File: src/design/clsop_pkg.sv
package clsop_pkg;

  localparam int MaxSpheres   = 1024;
  localparam int SphW         = $clog2(MaxSpheres);
  localparam int LinkW        = SphW + 1;
  localparam int MaxCellsAxis = 16;
  localparam int AxW          = $clog2(MaxCellsAxis);
  localparam int CellSlots    = MaxCellsAxis * MaxCellsAxis * MaxCellsAxis;
  localparam int SlotW        = $clog2(CellSlots);
  localparam int CoordW       = 20;
  localparam int RadW         = 16;

  localparam logic [1:0] OP_CLEAR = 2'd0;
  localparam logic [1:0] OP_LOAD  = 2'd1;
  localparam logic [1:0] OP_PROBE = 2'd2;

  localparam logic [2:0] REG_CELLS_X = 3'd0;
  localparam logic [2:0] REG_CELLS_Y = 3'd1;
  localparam logic [2:0] REG_CELLS_Z = 3'd2;
  localparam logic [2:0] REG_BOX_X   = 3'd3;
  localparam logic [2:0] REG_BOX_Y   = 3'd4;
  localparam logic [2:0] REG_BOX_Z   = 3'd5;
  localparam logic [2:0] REG_PROBE_R = 3'd6;

  typedef struct packed {
    logic [1:0]               op;
    logic signed [CoordW-1:0] pos_x;
    logic signed [CoordW-1:0] pos_y;
    logic signed [CoordW-1:0] pos_z;
    logic [RadW-1:0]          sphere_radius;
  } in_item_t;

  typedef struct packed {
    logic        overlap;
    logic        status;
    logic [31:0] hit_total;
    logic [31:0] trial_total;
  } out_item_t;

endpackage

File: src/design/clsop_cell_div.sv
// Cell index along one axis: floor((p + box/2)*n/box), clamped. Restoring division, one bit a cycle.
module clsop_cell_div import clsop_pkg::*; (
  input  logic                     clk,
  input  logic                     rst_n,
  input  logic                     start,
  input  logic signed [CoordW-1:0] pos,
  input  logic [CoordW-1:0]        box,
  input  logic [AxW:0]             ncell,
  output logic                     done,
  output logic [AxW-1:0]           cell_idx
);

  localparam int NumW = CoordW + 1 + AxW + 1;
  localparam int CntW = $clog2(NumW + 1);

  logic [NumW-1:0]   num_r, num_nxt;
  logic [CoordW:0]   rem_r, rem_nxt;
  logic [NumW-1:0]   quo_r, quo_nxt;
  logic [CoordW-1:0] den_r;
  logic [AxW:0]      n_r;
  logic              neg_r;
  logic [CntW-1:0]   cnt_r, cnt_nxt;
  logic              busy_r, busy_nxt;
  logic              done_r, done_nxt;

  logic [CoordW-1:0] box_e;
  logic signed [CoordW+1:0] p_s;
  logic [CoordW+1:0] trial;

  always_comb begin
    box_e = (box == '0) ? CoordW'(1) : box;
    p_s = (CoordW+2)'(pos) + (CoordW+2)'({1'b0, box_e[CoordW-1:1]});
    trial = {rem_r, num_r[NumW-1]};
    rem_nxt = rem_r;
    num_nxt = num_r;
    quo_nxt = quo_r;
    cnt_nxt = cnt_r;
    busy_nxt = busy_r;
    done_nxt = 1'b0;
    if (busy_r) begin
      num_nxt = num_r << 1;
      if (trial >= {2'b0, den_r}) begin
        rem_nxt = (CoordW+1)'(trial - {2'b0, den_r});
        quo_nxt = {quo_r[NumW-2:0], 1'b1};
      end else begin
        rem_nxt = trial[CoordW:0];
        quo_nxt = {quo_r[NumW-2:0], 1'b0};
      end
      cnt_nxt = cnt_r - 1'b1;
      if (cnt_r == CntW'(1)) begin
        busy_nxt = 1'b0;
        done_nxt = 1'b1;
      end
    end
  end

  always_ff @(posedge clk) begin
    if (!rst_n) begin
      busy_r <= 1'b0;
      done_r <= 1'b0;
      cnt_r  <= '0;
    end else begin
      done_r <= done_nxt;
      if (start) begin
        busy_r <= 1'b1;
        cnt_r  <= CntW'(NumW);
      end else begin
        busy_r <= busy_nxt;
        cnt_r  <= cnt_nxt;
      end
    end
    if (start) begin
      neg_r <= p_s[CoordW+1];
      num_r <= NumW'(p_s[CoordW:0]) * NumW'(ncell);
      den_r <= box_e;
      n_r   <= ncell;
      rem_r <= '0;
      quo_r <= '0;
    end else begin
      num_r <= num_nxt;
      rem_r <= rem_nxt;
      quo_r <= quo_nxt;
    end
  end

  logic [AxW:0] nm1;
  assign nm1  = n_r - 1'b1;
  assign done = done_r;
  assign cell_idx = neg_r ? '0 :
                    (quo_r >= NumW'(n_r)) ? nm1[AxW-1:0] : quo_r[AxW-1:0];

endmodule

File: config.mk
export PLATFORM = sky130hd
export DESIGN_NAME = clsop_cell_div
export DESIGN_NICKNAME = d
export VERILOG_FILES = /design/src/design/clsop_pkg.sv /design/src/design/clsop_cell_div.sv
export SDC_FILE = /design/constraint.sdc
export NUM_CORES = 1
export LEC_CHECK = 0
export CORE_UTILIZATION = 45
export CTS_BUF_LIST = sky130_fd_sc_hd__clkbuf_4
export CTS_CLUSTER_SIZE = 10
export DETAILED_ROUTE_END_ITERATION = 10
export DONT_BUFFER_PORTS = 1
export MAX_ROUTING_LAYER = met4
export PLACE_DENSITY = 0.65
export SETUP_SLACK_MARGIN = 0.15
export SYNTH_ARGS = -nofsm -noshare
export SYNTH_HDL_FRONTEND = slang
export SYNTH_SLANG_ARGS = --single-unit
export TNS_END_PERCENT = 10
File: constraint.sdc
create_clock -name clk -period 17.8 [get_ports clk]
set_clock_uncertainty 0.05 [all_clocks]
set_input_delay 3.56 -clock clk [delete_from_list [all_inputs] [get_ports clk]]
set_output_delay 3.56 -clock clk [all_outputs]
set_load 0.005 [all_outputs]
==> results of run 1 <==
## cells in the final DEF, fill, tap and decap left out, types with 6 or more instances in the layout
master,count
edfxtp_1,52
a21o_1,31
nand4_1,8
o21a_1,8
nor3_1,20
ha_1,81
xnor2_1,42
o21ai_0,24
dfxtp_1,53
o21bai_1,7
a31oi_1,12
a311oi_1,7
inv_1,118
nand2_1,62
nor2_1,90
o21ai_1,9
nand2b_1,14
a211oi_1,16
nor4_1,12
clkbuf_4,9
a21oi_1,52
nor2b_1,14
and2_1,73
nand4b_1,6
nand3_1,12
xor2_1,14
mux2i_1,34
and3_1,10
fa_1,59
mux2_2,20
## kinds of logic after synthesis
logic type / count (synthesis)
muxes: 55
xor gates and xnor gates: 56
adders and majority gates: 140
AOI/OAI and AO/OA: 201
buffers and inverters: 180
DFF: 106
and+or+nand+nor: 352
## registers in the layout, summed over array words and instances, names as in the netlist
signal	count
num_r	26
quo_r	26
rem_r	21
den_r	20
cnt_r	5
n_r	5
busy_r	1
done	1
neg_r	1
## metal layers
layer  GRT usage (%)  wire (um)  up-vias
met5               -          0        -
met4            6.57        549        0
met3            3.26        604       30
met2            34.4       9980       94
met1            25.1       9550     3426
li1                -          -     3654
## through the flow
| step | cells | setup slack [ps] | area (sq um) | hold slack (ps) | power, W |
|---|---|---|---|---|---|
| 2_1_floorplan | 1090 | 8520 | 9830 | 411 | 0.000985 |
| 3_3_place_gp | 1306 | 8180 | 9950 | 430 | 0.00111 |
| 3_5_place_dp | 1306 | 8100 | 9950 | 436 | 0.00112 |
| 4_1_cts | 1322 | 8680 | 10100 | 448 | 0.00126 |
| 5_1_grt | 1323 | 8170 | 10100 | 497 | 0.00138 |
| 6_report | 1323 | 8590 | 10100 | 456 | 0.00125 |
## synthesized netlist by cell type (3+ instances only)
library cell and n:
a211oi_1 16, or4b_1 4, dfxtp_1 54, or3_1 5, ha_1 81, o21bai_1 7
nand4_1 8, nand2_1 62, inv_1 118, buf_2 4, a31oi_1 12, and3_1 10
o21ai_0 24, nor2_1 90, nor4_1 12, a21oi_1 52, o211ai_1 3, nand2b_1 14
mux2_2 20, xor2_1 14, nor3b_1 5, a21o_1 31, a311oi_1 7, clkbuf_1 55
o21a_1 8, nor3_1 20, mux2i_1 34, nor2b_1 14, edfxtp_1 52, o21ai_1 9
and2_1 73, xnor2_1 42, o221ai_1 4, nand4b_1 6, or2_2 3, nand3_1 12
fa_1 59, a22oi_1 5
## critical path, stage by stage
cell      delay (ps)
ha_1             140
inv_1             50
fa_1             390
nor2b_1          120
o21ai_1           90
a21oi_1          190
o211ai_1         150
a311oi_1         490
a221oi_1         210
xnor2_1          360
and2_1           200
fa_1             450
fa_1             550
inv_1             50
fa_1             530
inv_1             40
ha_1             370
a21o_1           180
a21oi_1          130
o221ai_1         150
nor4b_2          380
o21bai_1         130
a21oi_1          180
xnor2_1           70
mux2_2           260
## cell type report
| class | instances | area (sq um) | share of cell area [%] |
|---|---|---|---|
| inverter | 118 | 443 | 4.39 |
| sequential | 106 | 2640 | 26.2 |
| timing repair buffer | 3 | 22.5 | 0.223 |
| antenna | 1 | 2.50 | 0.0248 |
| clock inverter | 7 | 78.8 | 0.781 |
| tap | 275 | 344 | 3.41 |
| multi-input combinational | 804 | 6500 | 64.3 |
| clock buffer | 9 | 67.6 | 0.669 |
## power by group
part	total, W	leakage, nW	switching, W	internal [W]
sequential	0.000330	0.958	0.0000139	0.000316
combinational	0.000785	3.43	0.000428	0.000357
clock	0.000130	0.0790	0.0000962	0.0000338
total	0.00125	4.47	0.000538	0.000707
## worst paths after layout
| check | from | endpoint | slack, ps | depth (start not counted) |
|---|---|---|---|---|
| hold / removal | rem_r[2] | rem_r[3] | 460 | 2 |
| setup reg to reg | num_r[25] | rem_r[17] | 14470 | 12 |
| setup / recovery | pos[0] | num_r[23] | 8590 | 25 |
| hold reg to reg | rem_r[2] | rem_r[3] | 460 | 2 |
==> results.md, run 1 <==
* Status: complete, no violations
* Drt total wl at 20,700 um
* Setup TNS at 0 ps
* Die Y-Extent at 150 um
* Syn_nets at 1,278
* Minimum clock period at 9210 ps
* Util after Layout at 47.6%
* Clock Sinks at 106
* Core area at 21,200 sq um
* Mux cell area share after synthesis at 5.91%
* Layout cells sized above 1 at 5.64%
* GPL Wtd Cong at 0.866
* Pwr Density at 123 nW/um^2
* Vias at 7,204
* First-pass GRT wire length at 35,400 um
* Clk slew on worst S/H paths at 190 ps
* HP Class: reg2reg
* Max-slew violation count at 0
* Ys Warns at 0
* Simple-Gate Fraction of Synth Area at 18.9%
* Total GRT Usage at 20.5%
* Yosys top cell by area: edfxtp_1
* Site Rows at 53
* Root Driver: clkbuf_4
* Data arrival, critical path at 9440 ps
* Relative slew slack at 25.2%
* Final Hold Vio Count at 0
* Worst vdd ir at 99.4 uV
* Grt ovf at 0
* DR WL/cell at 15.6 um
* Pre-antenna DRT Iters at 4
* Layout net count at 1,230
* Fillers at 2,084
* CP Class: in2reg
* CP required at 18,030 ps
* H-tree Lvls at 3
* Pleak at 4.47 nW
* Hold Buf Count CTS at 0
* Largest net degree at the start of global routing at 107
* Max-cap violations at 0
* Compound-Gate Fraction of Synth Area at 13.9%
* Worst skew pair latency at 510 ps
* Fin crit share at 51.7%
* Synth-to-Final Area Change at 2.72%
* Vias in the first global route at 7,179
* Vias/cell at 5.45
* Antenna Nets Post-Route at 0
* Synth cell types at 74
* Synth Flop Type: dfxtp_1
* TritonCTS clock tree: built
* Syn_area_per_cell at 9.02 sq um
* XOR/XNOR Fraction of Synth Area at 4.99%
* IO Pins at 53
* Total CTS buffers at 9
* DRT iter0 DRCs at 363
* Final setup fails at 0
* Remaining DRCs at 0
* Die X at 150 um
* Crit end category: register
* Largest family of logic cells by synthesized area: adder cells
* CP startpoint kind: input port
* EDFF count, synth at 52
* Synth top area share at 15.9%
* Fraction of registers with async set/reset at 0%
* CP max FO at 6
* Post-CTS Resized at 0
* Syn Inst Count at 1,090
* Setup repair bufs after CTS at 0
* Die footprint at 22,400 sq um
* Initial core utilization at 46.3%
* Cell Area, Synth at 9830 sq um
* F_max at 109 MHz
* Final HPWL DP at 16,000 um
* Antenna violations before repair at 1
* Seq/Total Area, Yosys at 26.9%
* Synth Register Bits at 106
* Synth area leaders: edfxtp_1 16%, fa_1 12%, dfxtp_1 11%, ha_1 10%, and2_1 4.6%
* Post-Synth Adder-Cell Area at 22.3%
* Clk buf depth at 2
* RSZ-0062 raised after global routing: no
* Least-Margin Pin Slew at 1110 ps
* Port bufs at 0
No activity file was read; power rests on OpenSTA's default activity.
==> run 2, diff against run 1 <==
--- a/config.mk
+++ b/config.mk
@@ -11,7 +11,7 @@
 export DETAILED_ROUTE_END_ITERATION = 10
 export DONT_BUFFER_PORTS = 1
 export MAX_ROUTING_LAYER = met4
-export PLACE_DENSITY = 0.65
+export PLACE_DENSITY = 0.67
 export SETUP_SLACK_MARGIN = 0.15
 export SYNTH_ARGS = -nofsm -noshare
 export SYNTH_HDL_FRONTEND = slang
==> constraint.sdc (replaced) <==
create_clock -name clk -period 8.2 [get_ports clk]
set_clock_uncertainty 0.05 [all_clocks]
set_input_delay 1.64 -clock clk [delete_from_list [all_inputs] [get_ports clk]]
set_output_delay 1.64 -clock clk [all_outputs]
set_load 0.005 [all_outputs]
==> results.md, run 2 (synthesis results as in run 1) <==
* Largest net degree at the start of global routing at 107 (unchanged)
* Worst path max stage delay at 540 ps (about the same)
* DR WL/cell at 15.6 um (-0.43%)
* Pleak at 4.47 nW (about the same)
* Commonest non-fill, non-tap cells in the layout: 118 x inv_1, 90 x nor2_1, 81 x ha_1, 73 x and2_1, 62 x nand2_1
* Source of the worst hold timing path: rem_r[2]
* First-pass GRT wire length at 35,700 um (+0.92%)
* Die footprint at 22,400 sq um (unchanged)
* RSZ-0062 raised after global routing: no
* Layout net count at 1,230 (unchanged)
* Combinational share of power at 62.9% (-0.2 points)
* Crit path from: pos[0]
* Clk slew on worst S/H paths at 190 ps (about the same)
* Hold Slack at 461 ps (+4.45 ps)
* Crit end category: register
* Commonest non-fill, non-tap cell in the layout: inv_1
* Initial core utilization at 46.3% (unchanged)
* Final Hold Vio Count at 0 (unchanged)
* Clk buf depth at 2 (unchanged)
* Final HPWL DP at 16,100 um (+0.46%)
* Total CTS buffers at 9 (unchanged)
* Max-cap violations at 0 (unchanged)
* Worst vdd ir at 236 uV (+140%)
* Critical R2R Launch: num_r[25]
* Switching Share at 43.4% (+0.13 points)
* Util after Layout at 47.6% (about the same)
* Vias in the first global route at 7,192 (+0.18%)
* Vias at 7,306 (+1.4%)
* Switch Pwr at 0.00118 W (+120%)
* Status: complete, no violations
* CP Class: in2reg
* Site Rows at 53 (unchanged)
* HP Class: reg2reg
* Minimum clock period at 7340 ps
* GPL Wtd Cong at 0.852 (-1.5%)
* Largest registers: num_r x26, quo_r x26, rem_r x21
* Clk network pwr share at 10.7% (+0.3 points)
* Layout cells sized above 1 at 5.64% (unchanged)
* Setup TNS at 0 ps (unchanged)
* Pre-antenna DRT Iters at 4 (unchanged)
* Max-slew violation count at 0 (unchanged)
* Fin crit share at 89.5%
* CP most frequent cell: fa_1
* Int Pwr at 0.00154 W (+120%)
* Die Y-Extent at 150 um (unchanged)
* CP required at 8430 ps (-9600 ps)
* Grt ovf at 0 (unchanged)
* Setup repair bufs after CTS at 0 (unchanged)
* H-tree Lvls at 3 (unchanged)
* Root Driver: clkbuf_4
* Data arrival, critical path at 7570 ps (-1870 ps)
* CP startpoint kind: input port
* DRT iter0 DRCs at 354 (-2.5%)
* Antenna Nets Post-Route at 0 (unchanged)
* Drt total wl at 20,600 um (-0.43%)
* Final setup fails at 0 (unchanged)
* Synth-to-Final Area Change at 2.70% (about the same)
* Die X at 150 um (unchanged)
* Antenna violations before repair at 1 (unchanged)
* Fillers at 2,053 (-1.5%)
* Hold Buf Count CTS at 0 (unchanged)
* F_max at 136 MHz
* Post-CTS Resized at 0 (unchanged)
* Crit-path slowest cell: a311oi_1
* Core area at 21,200 sq um (unchanged)
* Total GRT Usage at 20.5% (+0.060 points)
* Port bufs at 0 (unchanged)
* Pwr Density at 269 nW/um^2 (+120%)
* TritonCTS clock tree: built
* Least-Margin Pin Slew at 1060 ps (-45.0 ps)
* Vias/cell at 5.52 (+1.4%)
* IO Pins at 53 (unchanged)
* Part of the power in registers at 26.4% (about the same)
* CP max FO at 6 (unchanged)
* Relative slew slack at 28.2% (+3.0 points)
* Remaining DRCs at 0 (unchanged)
* Worst skew pair latency at 510 ps (about the same)
* Clock Sinks at 106 (unchanged)
-- run 2: cell count changes in the layout (fill, tap and decap cells not counted) --
cell      previous run  this run
clkinv_8             2         0
inv_12               0         1
inv_6                3         2
inv_8                1         3
-- run 2: power groups by stage --
stage	combinational (W)	clock, W	sequential (W)
floorplan	0.00142	0	0.000718
global placement	0.00169	0	0.000728
detailed placement	0.00172	0	0.000731
CTS	0.00173	0.000304	0.000719
global route	0.00198	0.000319	0.000729
finish	0.00171	0.000289	0.000717
-- run 2: worst paths after layout --
check / to / slack, ps / cells after the start
max: num_r[23] / 860 / 25
min reg2reg: rem_r[3] / 460 / 2
min: rem_r[3] / 460 / 2
max reg2reg: rem_r[17] / 4690 / 12
-- run 2: final cells by class --
type | instances | area [sq um] | share of cell area [%]
Timing Repair Buffer | 3 | 22.5 | 0.223
Clock buffer | 9 | 67.6 | 0.669
Inverter | 118 | 443 | 4.39
Antenna cell | 1 | 2.50 | 0.0248
Multi-Input combinational cell | 804 | 6500 | 64.3
Tap cell | 275 | 344 | 3.41
Clock inverter | 7 | 76.3 | 0.756
Sequential cell | 106 | 2640 | 26.2
-- run 2: per-layer routing --
metal | global-route usage (%) | up-vias | wire [um]
met2 | 34.9 | 118 | 10300
met5 | - | - | 0
met1 | 26.0 | 3527 | 9370
met4 | 4.29 | 0 | 274
li1 | - | 3644 | -
met3 | 2.80 | 17 | 650
-- run 2: critical path, delay by kind of cell --
family                     cells  cell delay [ps]
adders and majority gates      6             2420
AOI/OAI and AO/OA             10             1960
and+or+nand+nor                3              720
xor gates and xnor gates       2              420
muxes                          1              250
buffers and inverters          3              140
-- run 2: through the flow --
| step | power, W | std cells | setup WS, ps | area, sq um |
|---|---|---|---|---|
| 2_1_floorplan | 0.00214 | 1090 | 840 | 9830 |
| 3_3_place_gp | 0.00242 | 1306 | 476 | 9950 |
| 3_5_place_dp | 0.00245 | 1306 | 386 | 9950 |
| 4_1_cts | 0.00275 | 1322 | 949 | 10100 |
| 5_1_grt | 0.00303 | 1323 | 417 | 10100 |
| 6_report | 0.00271 | 1323 | 865 | 10100 |
